`src/rtl/core/stwb_pkg.sv`:
```
// ----------------------------------------------------------------------------
// stwb_pkg
// Shared types and constants of the stopwatch timer bank: request and
// response payloads, time values and the per-channel state entry.
// ----------------------------------------------------------------------------
package stwb_pkg;

   localparam int unsigned CHANNELS_DEF = 8;
   localparam int unsigned SEC_W        = 32;
   localparam int unsigned USEC_W       = 20;
   localparam int unsigned CH_W         = 8;

   localparam logic [USEC_W-1:0] USEC_PER_SEC = USEC_W'(1000000);

   typedef enum logic [1:0] {
      CMD_START = 2'd0,
      CMD_STOP  = 2'd1,
      CMD_CLEAR = 2'd2,
      CMD_READ  = 2'd3
   } cmd_type;

   typedef struct packed {
      logic [SEC_W-1:0]  sec;
      logic [USEC_W-1:0] usec;
   } tval_type;

   typedef struct packed {
      logic [1:0]        cmd;
      logic [CH_W-1:0]   channel;
      logic [SEC_W-1:0]  wall_now_sec;
      logic [USEC_W-1:0] wall_now_usec;
      logic [SEC_W-1:0]  cpu_now_sec;
      logic [USEC_W-1:0] cpu_now_usec;
   } req_type;

   typedef struct packed {
      logic                    status;
      logic [SEC_W-1:0]        wall_total_sec;
      logic [USEC_W-1:0]       wall_total_usec;
      logic [SEC_W-1:0]        busy_total_sec;
      logic [USEC_W-1:0]       busy_total_usec;
      logic signed [SEC_W-1:0] idle_total_sec;
      logic [USEC_W-1:0]       idle_total_usec;
   } rsp_type;

   typedef struct packed {
      logic     running;
      tval_type start_wall;
      tval_type start_cpu;
      tval_type acc_wall;
      tval_type acc_cpu;
   } entry_type;

endpackage

```
`src/rtl/core/stopwatch_timer_bank_unit.sv`:
```
// ----------------------------------------------------------------------------
// stopwatch_timer_bank_unit
// Bank of stopwatch channels with wall and processor time accumulators.
// ----------------------------------------------------------------------------
// A request names a 1-based channel and a command (start, stop, clear, read)
// and carries the current wall and processor time samples. Each request gives
// exactly one response with a status bit and the channel's wall, busy and
// idle totals after the command; a bad channel returns status 1 and zeros.
// Channel state sits in one memory of CHANNELS entries, read at the edge that
// takes the request, updated in ST_DIFF and ST_SUM and written back from ST_SUM.
// A request runs through the read, the two accumulate steps (ST_DIFF, ST_SUM)
// and the idle subtraction in ST_FIN, where the response is registered; one
// request is in work at a time, none is taken while it runs. A new request is taken as
// soon as the previous one has moved into the response register.
// Reset clears the control state and the per-entry valid bits; an entry never
// written reads as all zero. No clearing pass is needed.
// When the receiver stalls, the response register holds; a finished request
// then waits in the last step until the register frees up.
// ----------------------------------------------------------------------------
module stopwatch_timer_bank_unit
   import stwb_pkg::*;
#(
   parameter int unsigned CHANNELS = CHANNELS_DEF
)
(
   input  logic    clock,
   input  logic    reset,
   input  logic    req_valid,
   output logic    req_ready,
   input  req_type req_data,
   output logic    rsp_valid,
   input  logic    rsp_ready,
   output rsp_type rsp_data
);

   localparam int unsigned AW = (CHANNELS > 1) ? $clog2(CHANNELS) : 1;

   typedef enum logic [3:0] {
      ST_WAIT = 4'b0001,
      ST_DIFF = 4'b0010,
      ST_SUM  = 4'b0100,
      ST_FIN  = 4'b1000
   } state_type;

   state_type state_ff, state_in;

   entry_type mem [CHANNELS];

   logic [CHANNELS-1:0] valid_ff, valid_in;
   req_type             req_ff;
   logic                ch_ok_ff;
   logic [AW-1:0]       addr_ff;
   entry_type           rd_ff;
   logic                rd_valid_ff;
   logic                status_ff;
   tval_type            wall_tot_ff;
   tval_type            busy_tot_ff;
   logic                rsp_valid_ff, rsp_valid_in;
   rsp_type             rsp_ff, rsp_in;

   logic            accept;
   logic            ch_ok;
   logic [CH_W-1:0] ch_m1;
   logic [AW-1:0]   addr;
   entry_type       entry;
   entry_type       wr_entry;
   logic            mem_we;
   logic            stop_err;
   tval_type        wall_new;
   tval_type        busy_new;
   logic            out_free;

   logic signed [USEC_W:0] idle_us0;
   logic [USEC_W:0]        idle_us1;
   logic [SEC_W-1:0]       idle_sec;

   assign req_ready = (state_ff == ST_WAIT);
   assign accept    = req_valid && req_ready;
   assign ch_ok     = (req_data.channel != '0) && (32'(req_data.channel) <= CHANNELS);
   assign ch_m1     = req_data.channel - CH_W'(1);
   assign addr      = ch_m1[AW-1:0];
   assign out_free  = !rsp_valid_ff || rsp_ready;

   // an entry never written reads as reset state
   assign entry = rd_valid_ff ? rd_ff : '0;

   stwb_elapsed u_wall (
      .clock    (clock),
      .load     (state_ff == ST_DIFF),
      .now_val  ({req_ff.wall_now_sec, req_ff.wall_now_usec}),
      .then_val (entry.start_wall),
      .acc_val  (entry.acc_wall),
      .total    (wall_new)
   );

   stwb_elapsed u_cpu (
      .clock    (clock),
      .load     (state_ff == ST_DIFF),
      .now_val  ({req_ff.cpu_now_sec, req_ff.cpu_now_usec}),
      .then_val (entry.start_cpu),
      .acc_val  (entry.acc_cpu),
      .total    (busy_new)
   );

   always_comb begin
      wr_entry = entry;
      stop_err = 1'b0;
      unique case (req_ff.cmd)
         CMD_START: begin
            wr_entry.running    = 1'b1;
            wr_entry.start_wall = {req_ff.wall_now_sec, req_ff.wall_now_usec};
            wr_entry.start_cpu  = {req_ff.cpu_now_sec, req_ff.cpu_now_usec};
         end
         CMD_STOP: begin
            if (entry.running) begin
               wr_entry.running  = 1'b0;
               wr_entry.acc_wall = wall_new;
               wr_entry.acc_cpu  = busy_new;
            end else begin
               stop_err = 1'b1;
            end
         end
         CMD_CLEAR: begin
            wr_entry.running  = 1'b0;
            wr_entry.acc_wall = '0;
            wr_entry.acc_cpu  = '0;
         end
         CMD_READ: begin
            wr_entry = entry;
         end
         default: begin
            wr_entry = entry;
         end
      endcase
   end

   assign mem_we = (state_ff == ST_SUM) && ch_ok_ff && (req_ff.cmd != CMD_READ);

   always_ff @(posedge clock) begin
      if (mem_we) begin
         mem[addr_ff] <= wr_entry;
      end
      if (accept) begin
         rd_ff <= mem[addr];
      end
   end

   // idle time from the registered totals, one borrow at most
   always_comb begin
      idle_us0 = $signed({1'b0, wall_tot_ff.usec}) - $signed({1'b0, busy_tot_ff.usec});
      idle_sec = wall_tot_ff.sec - busy_tot_ff.sec;
      idle_us1 = idle_us0;
      if (idle_us0[USEC_W]) begin
         idle_us1 = idle_us0 + $signed({1'b0, USEC_PER_SEC});
         idle_sec = idle_sec - SEC_W'(1);
      end
   end

   always_comb begin
      rsp_in = '0;
      if (ch_ok_ff) begin
         rsp_in.status          = status_ff;
         rsp_in.wall_total_sec  = wall_tot_ff.sec;
         rsp_in.wall_total_usec = wall_tot_ff.usec;
         rsp_in.busy_total_sec  = busy_tot_ff.sec;
         rsp_in.busy_total_usec = busy_tot_ff.usec;
         rsp_in.idle_total_sec  = $signed(idle_sec);
         rsp_in.idle_total_usec = idle_us1[USEC_W-1:0];
      end else begin
         rsp_in.status = 1'b1;
      end
   end

   always_comb begin
      state_in     = state_ff;
      rsp_valid_in = rsp_valid_ff;
      valid_in     = valid_ff;
      if (rsp_valid_ff && rsp_ready) begin
         rsp_valid_in = 1'b0;
      end
      if (mem_we) begin
         valid_in[addr_ff] = 1'b1;
      end
      unique case (state_ff)
         ST_WAIT: begin
            if (accept) begin
               state_in = ST_DIFF;
            end
         end
         ST_DIFF: begin
            state_in = ST_SUM;
         end
         ST_SUM: begin
            state_in = ST_FIN;
         end
         ST_FIN: begin
            if (out_free) begin
               rsp_valid_in = 1'b1;
               state_in     = ST_WAIT;
            end
         end
         default: begin
            state_in = ST_WAIT;
         end
      endcase
   end

   always_ff @(posedge clock) begin
      if (reset) begin
         state_ff     <= ST_WAIT;
         valid_ff     <= '0;
         rsp_valid_ff <= 1'b0;
      end else begin
         state_ff     <= state_in;
         valid_ff     <= valid_in;
         rsp_valid_ff <= rsp_valid_in;
      end
   end

   always_ff @(posedge clock) begin
      if (accept) begin
         req_ff      <= req_data;
         ch_ok_ff    <= ch_ok;
         addr_ff     <= addr;
         rd_valid_ff <= valid_ff[addr];
      end
      if (state_ff == ST_SUM) begin
         status_ff   <= stop_err;
         wall_tot_ff <= wr_entry.acc_wall;
         busy_tot_ff <= wr_entry.acc_cpu;
      end
      if ((state_ff == ST_FIN) && out_free) begin
         rsp_ff <= rsp_in;
      end
   end

   assign rsp_valid = rsp_valid_ff;
   assign rsp_data  = rsp_ff;

endmodule

```
`src/rtl/core/stwb_elapsed.sv`:
```
// ----------------------------------------------------------------------------
// stwb_elapsed
// Adds an elapsed interval (now minus then) to an accumulated time value in
// two steps: a registered difference with microsecond borrow, then the sum
// with microsecond carry and the seconds correction.
// ----------------------------------------------------------------------------
module stwb_elapsed
   import stwb_pkg::*;
(
   input  logic     clock,
   input  logic     load,
   input  tval_type now_val,
   input  tval_type then_val,
   input  tval_type acc_val,
   output tval_type total
);

   localparam int unsigned DIFF_W = USEC_W + 2;
   localparam int unsigned SUM_W  = USEC_W + 1;

   logic signed [DIFF_W-1:0] diff0;
   logic signed [DIFF_W-1:0] diff1;
   logic signed [DIFF_W-1:0] diff2;
   logic                     borrow1;
   logic                     borrow2;

   logic [USEC_W-1:0] diff_ff, diff_in;
   logic [1:0]        borrow_ff, borrow_in;
   logic [SEC_W-1:0]  sec_diff_ff, sec_diff_in;

   logic [SUM_W-1:0]  sum0;
   logic [SUM_W-1:0]  sum1;
   logic [SUM_W-1:0]  sum2;
   logic              carry1;
   logic              carry2;
   logic [1:0]        carry;
   logic [SEC_W-1:0]  adj;

   // unnormalized inputs can need up to two borrows
   always_comb begin
      diff0   = $signed({2'b00, now_val.usec}) - $signed({2'b00, then_val.usec});
      borrow1 = diff0[DIFF_W-1];
      diff1   = borrow1 ? diff0 + $signed({2'b00, USEC_PER_SEC}) : diff0;
      borrow2 = diff1[DIFF_W-1];
      diff2   = borrow2 ? diff1 + $signed({2'b00, USEC_PER_SEC}) : diff1;
      diff_in     = diff2[USEC_W-1:0];
      borrow_in   = {1'b0, borrow1} + {1'b0, borrow2};
      sec_diff_in = now_val.sec - then_val.sec;
   end

   always_ff @(posedge clock) begin
      if (load) begin
         diff_ff     <= diff_in;
         borrow_ff   <= borrow_in;
         sec_diff_ff <= sec_diff_in;
      end
   end

   always_comb begin
      sum0   = {1'b0, acc_val.usec} + {1'b0, diff_ff};
      carry1 = (sum0 >= {1'b0, USEC_PER_SEC});
      sum1   = carry1 ? sum0 - {1'b0, USEC_PER_SEC} : sum0;
      carry2 = (sum1 >= {1'b0, USEC_PER_SEC});
      sum2   = carry2 ? sum1 - {1'b0, USEC_PER_SEC} : sum1;
      carry  = {1'b0, carry1} + {1'b0, carry2};
      adj    = {{(SEC_W-2){1'b0}}, carry} - {{(SEC_W-2){1'b0}}, borrow_ff};
      total.sec  = acc_val.sec + sec_diff_ff + adj;
      total.usec = sum2[USEC_W-1:0];
   end

endmodule
```
`config.mk`:
```
export PLATFORM = sky130hd
export DESIGN_NAME = stopwatch_timer_bank_unit
export DESIGN_NICKNAME = d
export VERILOG_FILES = /design/src/rtl/core/stwb_pkg.sv /design/src/rtl/core/stopwatch_timer_bank_unit.sv /design/src/rtl/core/stwb_elapsed.sv
export SDC_FILE = /design/constraint.sdc
export NUM_CORES = 2
export LEC_CHECK = 0
export ABC_AREA = 1
export ABC_CLOCK_PERIOD_IN_PS = 45200
export BUFFER_PORTS_ARGS = -buffer_cell sky130_fd_sc_hd__clkbuf_2
export CAP_MARGIN = 20
export CORE_MARGIN = 3
export CORE_UTILIZATION = 55
export DETAILED_ROUTE_END_ITERATION = 7
export HOLD_SLACK_MARGIN = 0.03
export PLACE_DENSITY = 0.72
export SLEW_MARGIN = 25
export SYNTH_ARGS = -nofsm -noshare
export SYNTH_HDL_FRONTEND = slang
export SYNTH_SLANG_ARGS = --single-unit
```
`constraint.sdc`:
```
create_clock -name clock -period 45.2 [get_ports clock]
set_input_delay 13.56 -clock clock [delete_from_list [all_inputs] [get_ports clock]]
set_output_delay 13.56 -clock clock [all_outputs]
set_load 0.02 [all_outputs]
```
* Word level (Yosys, flattened, before mapping)
Memory sizes are Yosys's and may differ from the RTL's. A register that Yosys moved wholly into a read port is not among the register bits.
Index checks and enable logic that the tools add are counted.
** Cells by class
- $lt $le $gt $ge :: 8
- Bitwise logic cells :: 1
- $add $sub $neg :: 29
- Eq/ne operators :: 10
- Reduce and logical (&&, ||, !) cells :: 13
- Muxes and demuxes :: 28
- Div/mod/pow operators :: 0
- Shifts and indexed selects :: 0
- $mul :: 0
** Operator list (number)
- $mux 209 :: 1
- $mux 104 :: 2
- $pmux 104 s2 :: 1
- $add 32x32->32 :: 4
- $mux 20 :: 5
- $sub 32x32->32 :: 3
- $ge 21x20->1 const B :: 4
- $sub 20x20->21 :: 3
- $add 20x17->20 const B :: 3
- $add 22x21->22 const B :: 2
- $mux 22 :: 2
- $add 20x20->21 :: 2
- $mux 21 :: 2
- $sub 21x20->21 const B :: 2
- $sub 20x20->20 const B :: 2
- $mux 32 :: 1
- $sub 32x1->32 const B :: 1
- $pmux 4 s4 :: 1
- $add 1x1->2 :: 4
- $le 8x4->1 const B :: 1
- $lt 3x4->1 const B :: 2
- $mux 1 :: 8
- $mux 4 :: 2
- $or 8x8->8 :: 1
- 21 further kinds :: 30
** Storage, ports and cells
- Bits in registers :: 494
- Word-level logic and storage cells :: 119
- Bits in latches :: 0
- Bits in read-only memories :: 0
- Memory bits (writable) :: 1672
- Memories :: 1
- Input port bits :: 118
** Memories
- mem :: depth 8, bits a word 209, read ports 1, clocked after memory_dff 1, write ports 1, RTL line stopwatch_timer_bank_unit.sv:47 : entry_type mem [CHANNELS];

* Longest topological paths before layout
- Depth in word-level cells :: 10
- Depth in mapped cells :: 65
- Gate-level depth less buffers :: 60

* Cells and area by module
A second synthesis with hierarchy kept.
** Second synthesis, totals
- Cells, all modules :: 10707
- Area total of the unflattened synthesis :: 112061.2 sq um
** Modules (own cells, without submodules)
- stopwatch_timer_bank_unit :: area an instance 92705.2 sq um, cells an instance 7878, sequential area each 67945.2 sq um, times used 1
- stwb_elapsed at u_cpu :: area an instance 9685.5 sq um, cells an instance 1401, sequential area each 1621.6 sq um, times used 1
- stwb_elapsed at u_wall :: area an instance 9670.5 sq um, cells an instance 1428, sequential area each 1621.6 sq um, times used 1

* Worst setup path after synthesis
OpenSTA, ideal clock, no wires.
- Kind :: input port to flip-flop
- Start :: in req_valid
- End :: reg addr_ff[0], enable pin
- Setup time :: 1.010 ns
- Setup slack :: 17.443 ns
- Path buffers :: 0
- Stages on the path :: 2
- Arrival :: 26.748 ns
- Cells stage by stage :: inv_1 nor2_1
** On the way
- Longest elaborated chain between the ends :: 1
** RTL lines
- from (decl) :: RTL line stopwatch_timer_bank_unit.sv:28 : input logic req_valid,
- $logic_and 1x1->1 :: RTL line stopwatch_timer_bank_unit.sv:78 : assign accept = req_valid && req_ready;
- via accept :: RTL line stopwatch_timer_bank_unit.sv:61 : logic accept;
- to (signal assigned) :: RTL line stopwatch_timer_bank_unit.sv:224 : addr_ff <= addr;
- to (decl) :: RTL line stopwatch_timer_bank_unit.sv:52 : logic [AW-1:0] addr_ff;
The timed path passes the listed nets, and every way through them passes these cells.
A chain may end at the register's enable or synchronous reset.

* Worst setup path in the final report
- Start :: in req_data[104] in the netlist's numbering
- End :: reg rd_ff[83] (netlist name)
** On the way
- Longest elaborated chain between the ends :: 1
** RTL lines
- from (decl) :: RTL line stopwatch_timer_bank_unit.sv:30 : input req_type req_data,
- $sub 3x1->3 :: RTL line stopwatch_timer_bank_unit.sv:80 : assign ch_m1 = req_data.channel - CH_W'(1);
Every way passes these cells.

==> implementation parameters <==
Parameter                              Value

Status
  Outcome    finished, final reports clean

Min path
  Path category of the worst min-delay check    reg -> reg

Timing
  Final clock period utilization by the worst path    38.9%
  Post-route minimum period    17.56 ns
  Smallest setup slack after layout    ~28 ns
  Final Setup Violations    0
  Unrepaired setup endpoints after global routing    no
  Final count of hold timing violations    0
  Final slew viol count    0
  Setup TNS    0 ns
  Worst slew margin relative to its limit    28.6%
  Fmax    0.0569 GHz
  Pin slew with the least headroom to its limit    ~1.1 ns
  Clk_skew    about 0.047 ns
  WHS    about 0.47 ns

Clock network
  Number of buffers inserted by post-CTS setup repair    0
  Clock-pin slew reported for the worst setup and hold paths after clock tree synthesis    about 0.06 ns
  Number of hold buffers added after CTS    0
  Clock tree from TritonCTS    done
  Cell at the root of the clock tree    sky130_fd_sc_hd__clkbuf_16
  Depth of the CTS H-tree    4
  Clock sink count    between 2000 and 2500
  Later-pin clock latency in the skew report    around 0.90 ns
  Total clock buffers created by CTS    229
  Gates resized, CTS repair    0
  Clock Tree Buf Depth    3

Pwr
  Max VDD drop    0.0398 mV
  Static leakage    45.6 nW
  PD cells    44.9 nW/um^2
  Sum of internal, switching and leakage power    5.43 mW

Die
  # IOs    277
  Core ar.    198000 um^2
  Initial core utilization    ~56%
  Chip width    453 um
  Die footprint    205000 um^2
  Y dimension of the die    453 um
  # rows    between 150 and 200

Route
  Number of iterations in the first detailed-routing pass    8
  Routed wire length    about 280 mm
  Detailed router's first-iteration violation count    8742
  Via count    76200
  Final routed DRC violation total    0
  Routed Antenna Nets    0
  Per-cell via count in the routed design    5.84
  Wirelength per Cell    between 20 and 25 um

GRT
  Aggregate global-route resource usage    a little over a quarter
  First-pass GRT wire length    432 mm
  Number of antenna violations at the first check in global routing    7
  Largest net degree at the start of global routing    231
  Via count of the first global-routing pass    72700
  Overflow left after global routing    0

Run
  Max cap viols    0

Placement
  Placed instance count    12600
  Estimated wirelength of the detail-placed design    175 mm
  Count of port buffers added during placement    276
  Post-Place Setup Slack    26.83 ns
  Dpl cell area    around 110000 um^2
  Routability Congestion    approximately 0.9

Logic synthesis
  Flop and latch count out of synthesis    2375
  Gate count of the mapped netlist    between 10000 and 15000
  Share of the yosys chip area belonging to registers    64.8%
  Number of flops mapped to enable cells by yosys    between 2000 and 2500
  Post-Syn Area    110000 um^2
  Net count of the mapped netlist    10500
  Compound-cell area share of the yosys netlist    ~11%
  Adder and majority gate portion of the synthesized area    under 10%
  Fraction of synthesized cell area in xor and xnor cells    1.88%
  Mux share of post-synthesis cell area    0%
  Simple-gate portion of the synthesized area    13.7%
  Main flop type after synthesis    sky130_fd_sc_hd__edfxtp_1
  Combinational family with the most area after synthesis    simple AND/OR/NAND/NOR gates
  Async S/R FF share, synth    0%
  Count of yosys warnings during synthesis    0
  Synthesized area divided by synthesized cell count    around 11 um^2
  Synth cell types    68

Finish
  Final #Nets    ~11000
  Layout Utilization    61.2%
  Most frequent standard cell in the layout excluding fill and tap cells    sky130_fd_sc_hd__edfxtp_1
  Total non-filler cell area in the finished layout    roughly 120000 um^2
  Final Instance Count excl. Fillers    roughly 13000
  Count of fill cells added during filler insertion    15400
  N_diodes    0
  Commonest cells after routing, fill and taps aside    sky130_fd_sc_hd__edfxtp_1 (2362), sky130_fd_sc_hd__nor2_1 (1746), sky130_fd_sc_hd__nand2_1 (1343)
  Synthesis-to-layout area growth    10.2%
  Layout cells sized above 1    slightly above 9%

Setup path
  Critical path type    in -> reg
  Worst endpoint data arrival time    18.14 ns
  Kind of end point of the critical path    flip-flop
  Startpoint Class    primary input
  Maximum fanout encountered on the critical timing path    75
  Data required time at the worst endpoint    45.78 ns
## area by class of cell
type                    instances  area (um^2)  share of cell area, %
multi-input cells            6370        33600                   27.8
repair buffers                373         2300                   1.90
clock inverters               152         1420                   1.17
inverters                     852         3220                   2.66
well taps                    2640         3300                   2.73
clock buffers                 279         5980                   4.94
flip-flops and latches       2375        71200                   58.8
## cell usage after synthesis (23+ instances only)
cell                          n  area, um^2
sky130_fd_sc_hd__nand4_1     61         382
sky130_fd_sc_hd__xnor2_1     79         692
sky130_fd_sc_hd__a21oi_1    395        1980
sky130_fd_sc_hd__edfxtp_1  2362       70900
sky130_fd_sc_hd__nand3_1    214        1070
sky130_fd_sc_hd__nand2_1   1345        5050
sky130_fd_sc_hd__buf_1       43         161
sky130_fd_sc_hd__o21ai_0   1186        5940
sky130_fd_sc_hd__nor3_1      37         185
sky130_fd_sc_hd__ha_1       256        3200
sky130_fd_sc_hd__nand2_2     95         594
sky130_fd_sc_hd__a31oi_1    230        1440
sky130_fd_sc_hd__fa_1        72        1440
sky130_fd_sc_hd__inv_2       23        86.3
sky130_fd_sc_hd__nor2_1    1756        6590
sky130_fd_sc_hd__inv_1      825        3100
sky130_fd_sc_hd__xor2_1     157        1380
sky130_fd_sc_hd__clkbuf_1   375        1410
sky130_fd_sc_hd__o22ai_1    216        1350
sky130_fd_sc_hd__nor2_2      28         175
## critical path, cell delays in order
cell and delay (ns):
sky130_fd_sc_hd__buf_8 0.39, sky130_fd_sc_hd__inv_8 0.23, sky130_fd_sc_hd__ha_1 0.35, sky130_fd_sc_hd__xor2_4 0.16, sky130_fd_sc_hd__buf_4 0.65, sky130_fd_sc_hd__buf_4 0.78, sky130_fd_sc_hd__buf_4 0.76, sky130_fd_sc_hd__buf_4 0.76
sky130_fd_sc_hd__a31oi_1 0.19
## per-layer routing
metal / part of all wire (%) / vias up / track usage [%]
met5: 0 / - / 0
met4: 3.1 / 0 / 8.86
met3: 9.7 / 510 / 4.61
met2: 46 / 3578 / 43.5
met1: 41 / 36800 / 38.8
li1: - / 35300 / -
## report_power, final
| group | internal [mW] | total [mW] | switching (mW) |
|---|---|---|---|
| Combinational | 0.299 | 0.993 | 0.693 |
| Clock | 1.06 | 1.88 | 0.824 |
| Sequential | 2.53 | 2.56 | 0.0248 |
| Total | 3.89 | 5.43 | 1.54 |
## logic make-up (layout without fill, tap and decap cells)
| kind of cell | Yosys count | after routing |
|---|---|---|
| xor gates and xnor gates | 236 | 236 |
| adders and majority gates | 328 | 328 |
| AOI/OAI and AO/OA | 2169 | 2169 |
| buffers and inverters | 1302 | 1656 |
| DFF | 2375 | 2375 |
| and+or+nand+nor | 3637 | 3637 |
## sequential cells by signal, summed over array words and instances, names as in the netlist
signal	count
u_wall.sec_diff_ff	32
u_wall.borrow_ff	2
rsp_data	157
u_cpu.borrow_ff	2
u_wall.diff_ff	20
busy_tot_ff	52
req_ff	106
rd_valid_ff	1
ch_ok_ff	1
rsp_valid	1
rd_ff	209
status_ff	1
valid_ff	8
wall_tot_ff	52
u_cpu.sec_diff_ff	32
state_ff	4
mem	1672
u_cpu.diff_ff	20
addr_ff	3
## worst paths after layout
check                                   start          end  slack (ns)  cells past startpoint
worst max-delay path            req_data[104]    rd_ff[83]       27.64                      9
worst min-delay path              valid_ff[6]  valid_ff[6]        0.47                      2
worst max register to register    rd_valid_ff  mem[1][100]       32.76                     53
worst min register to register    valid_ff[6]  valid_ff[6]        0.47                      2
Note: power is estimated with default switching activity, not from simulation.
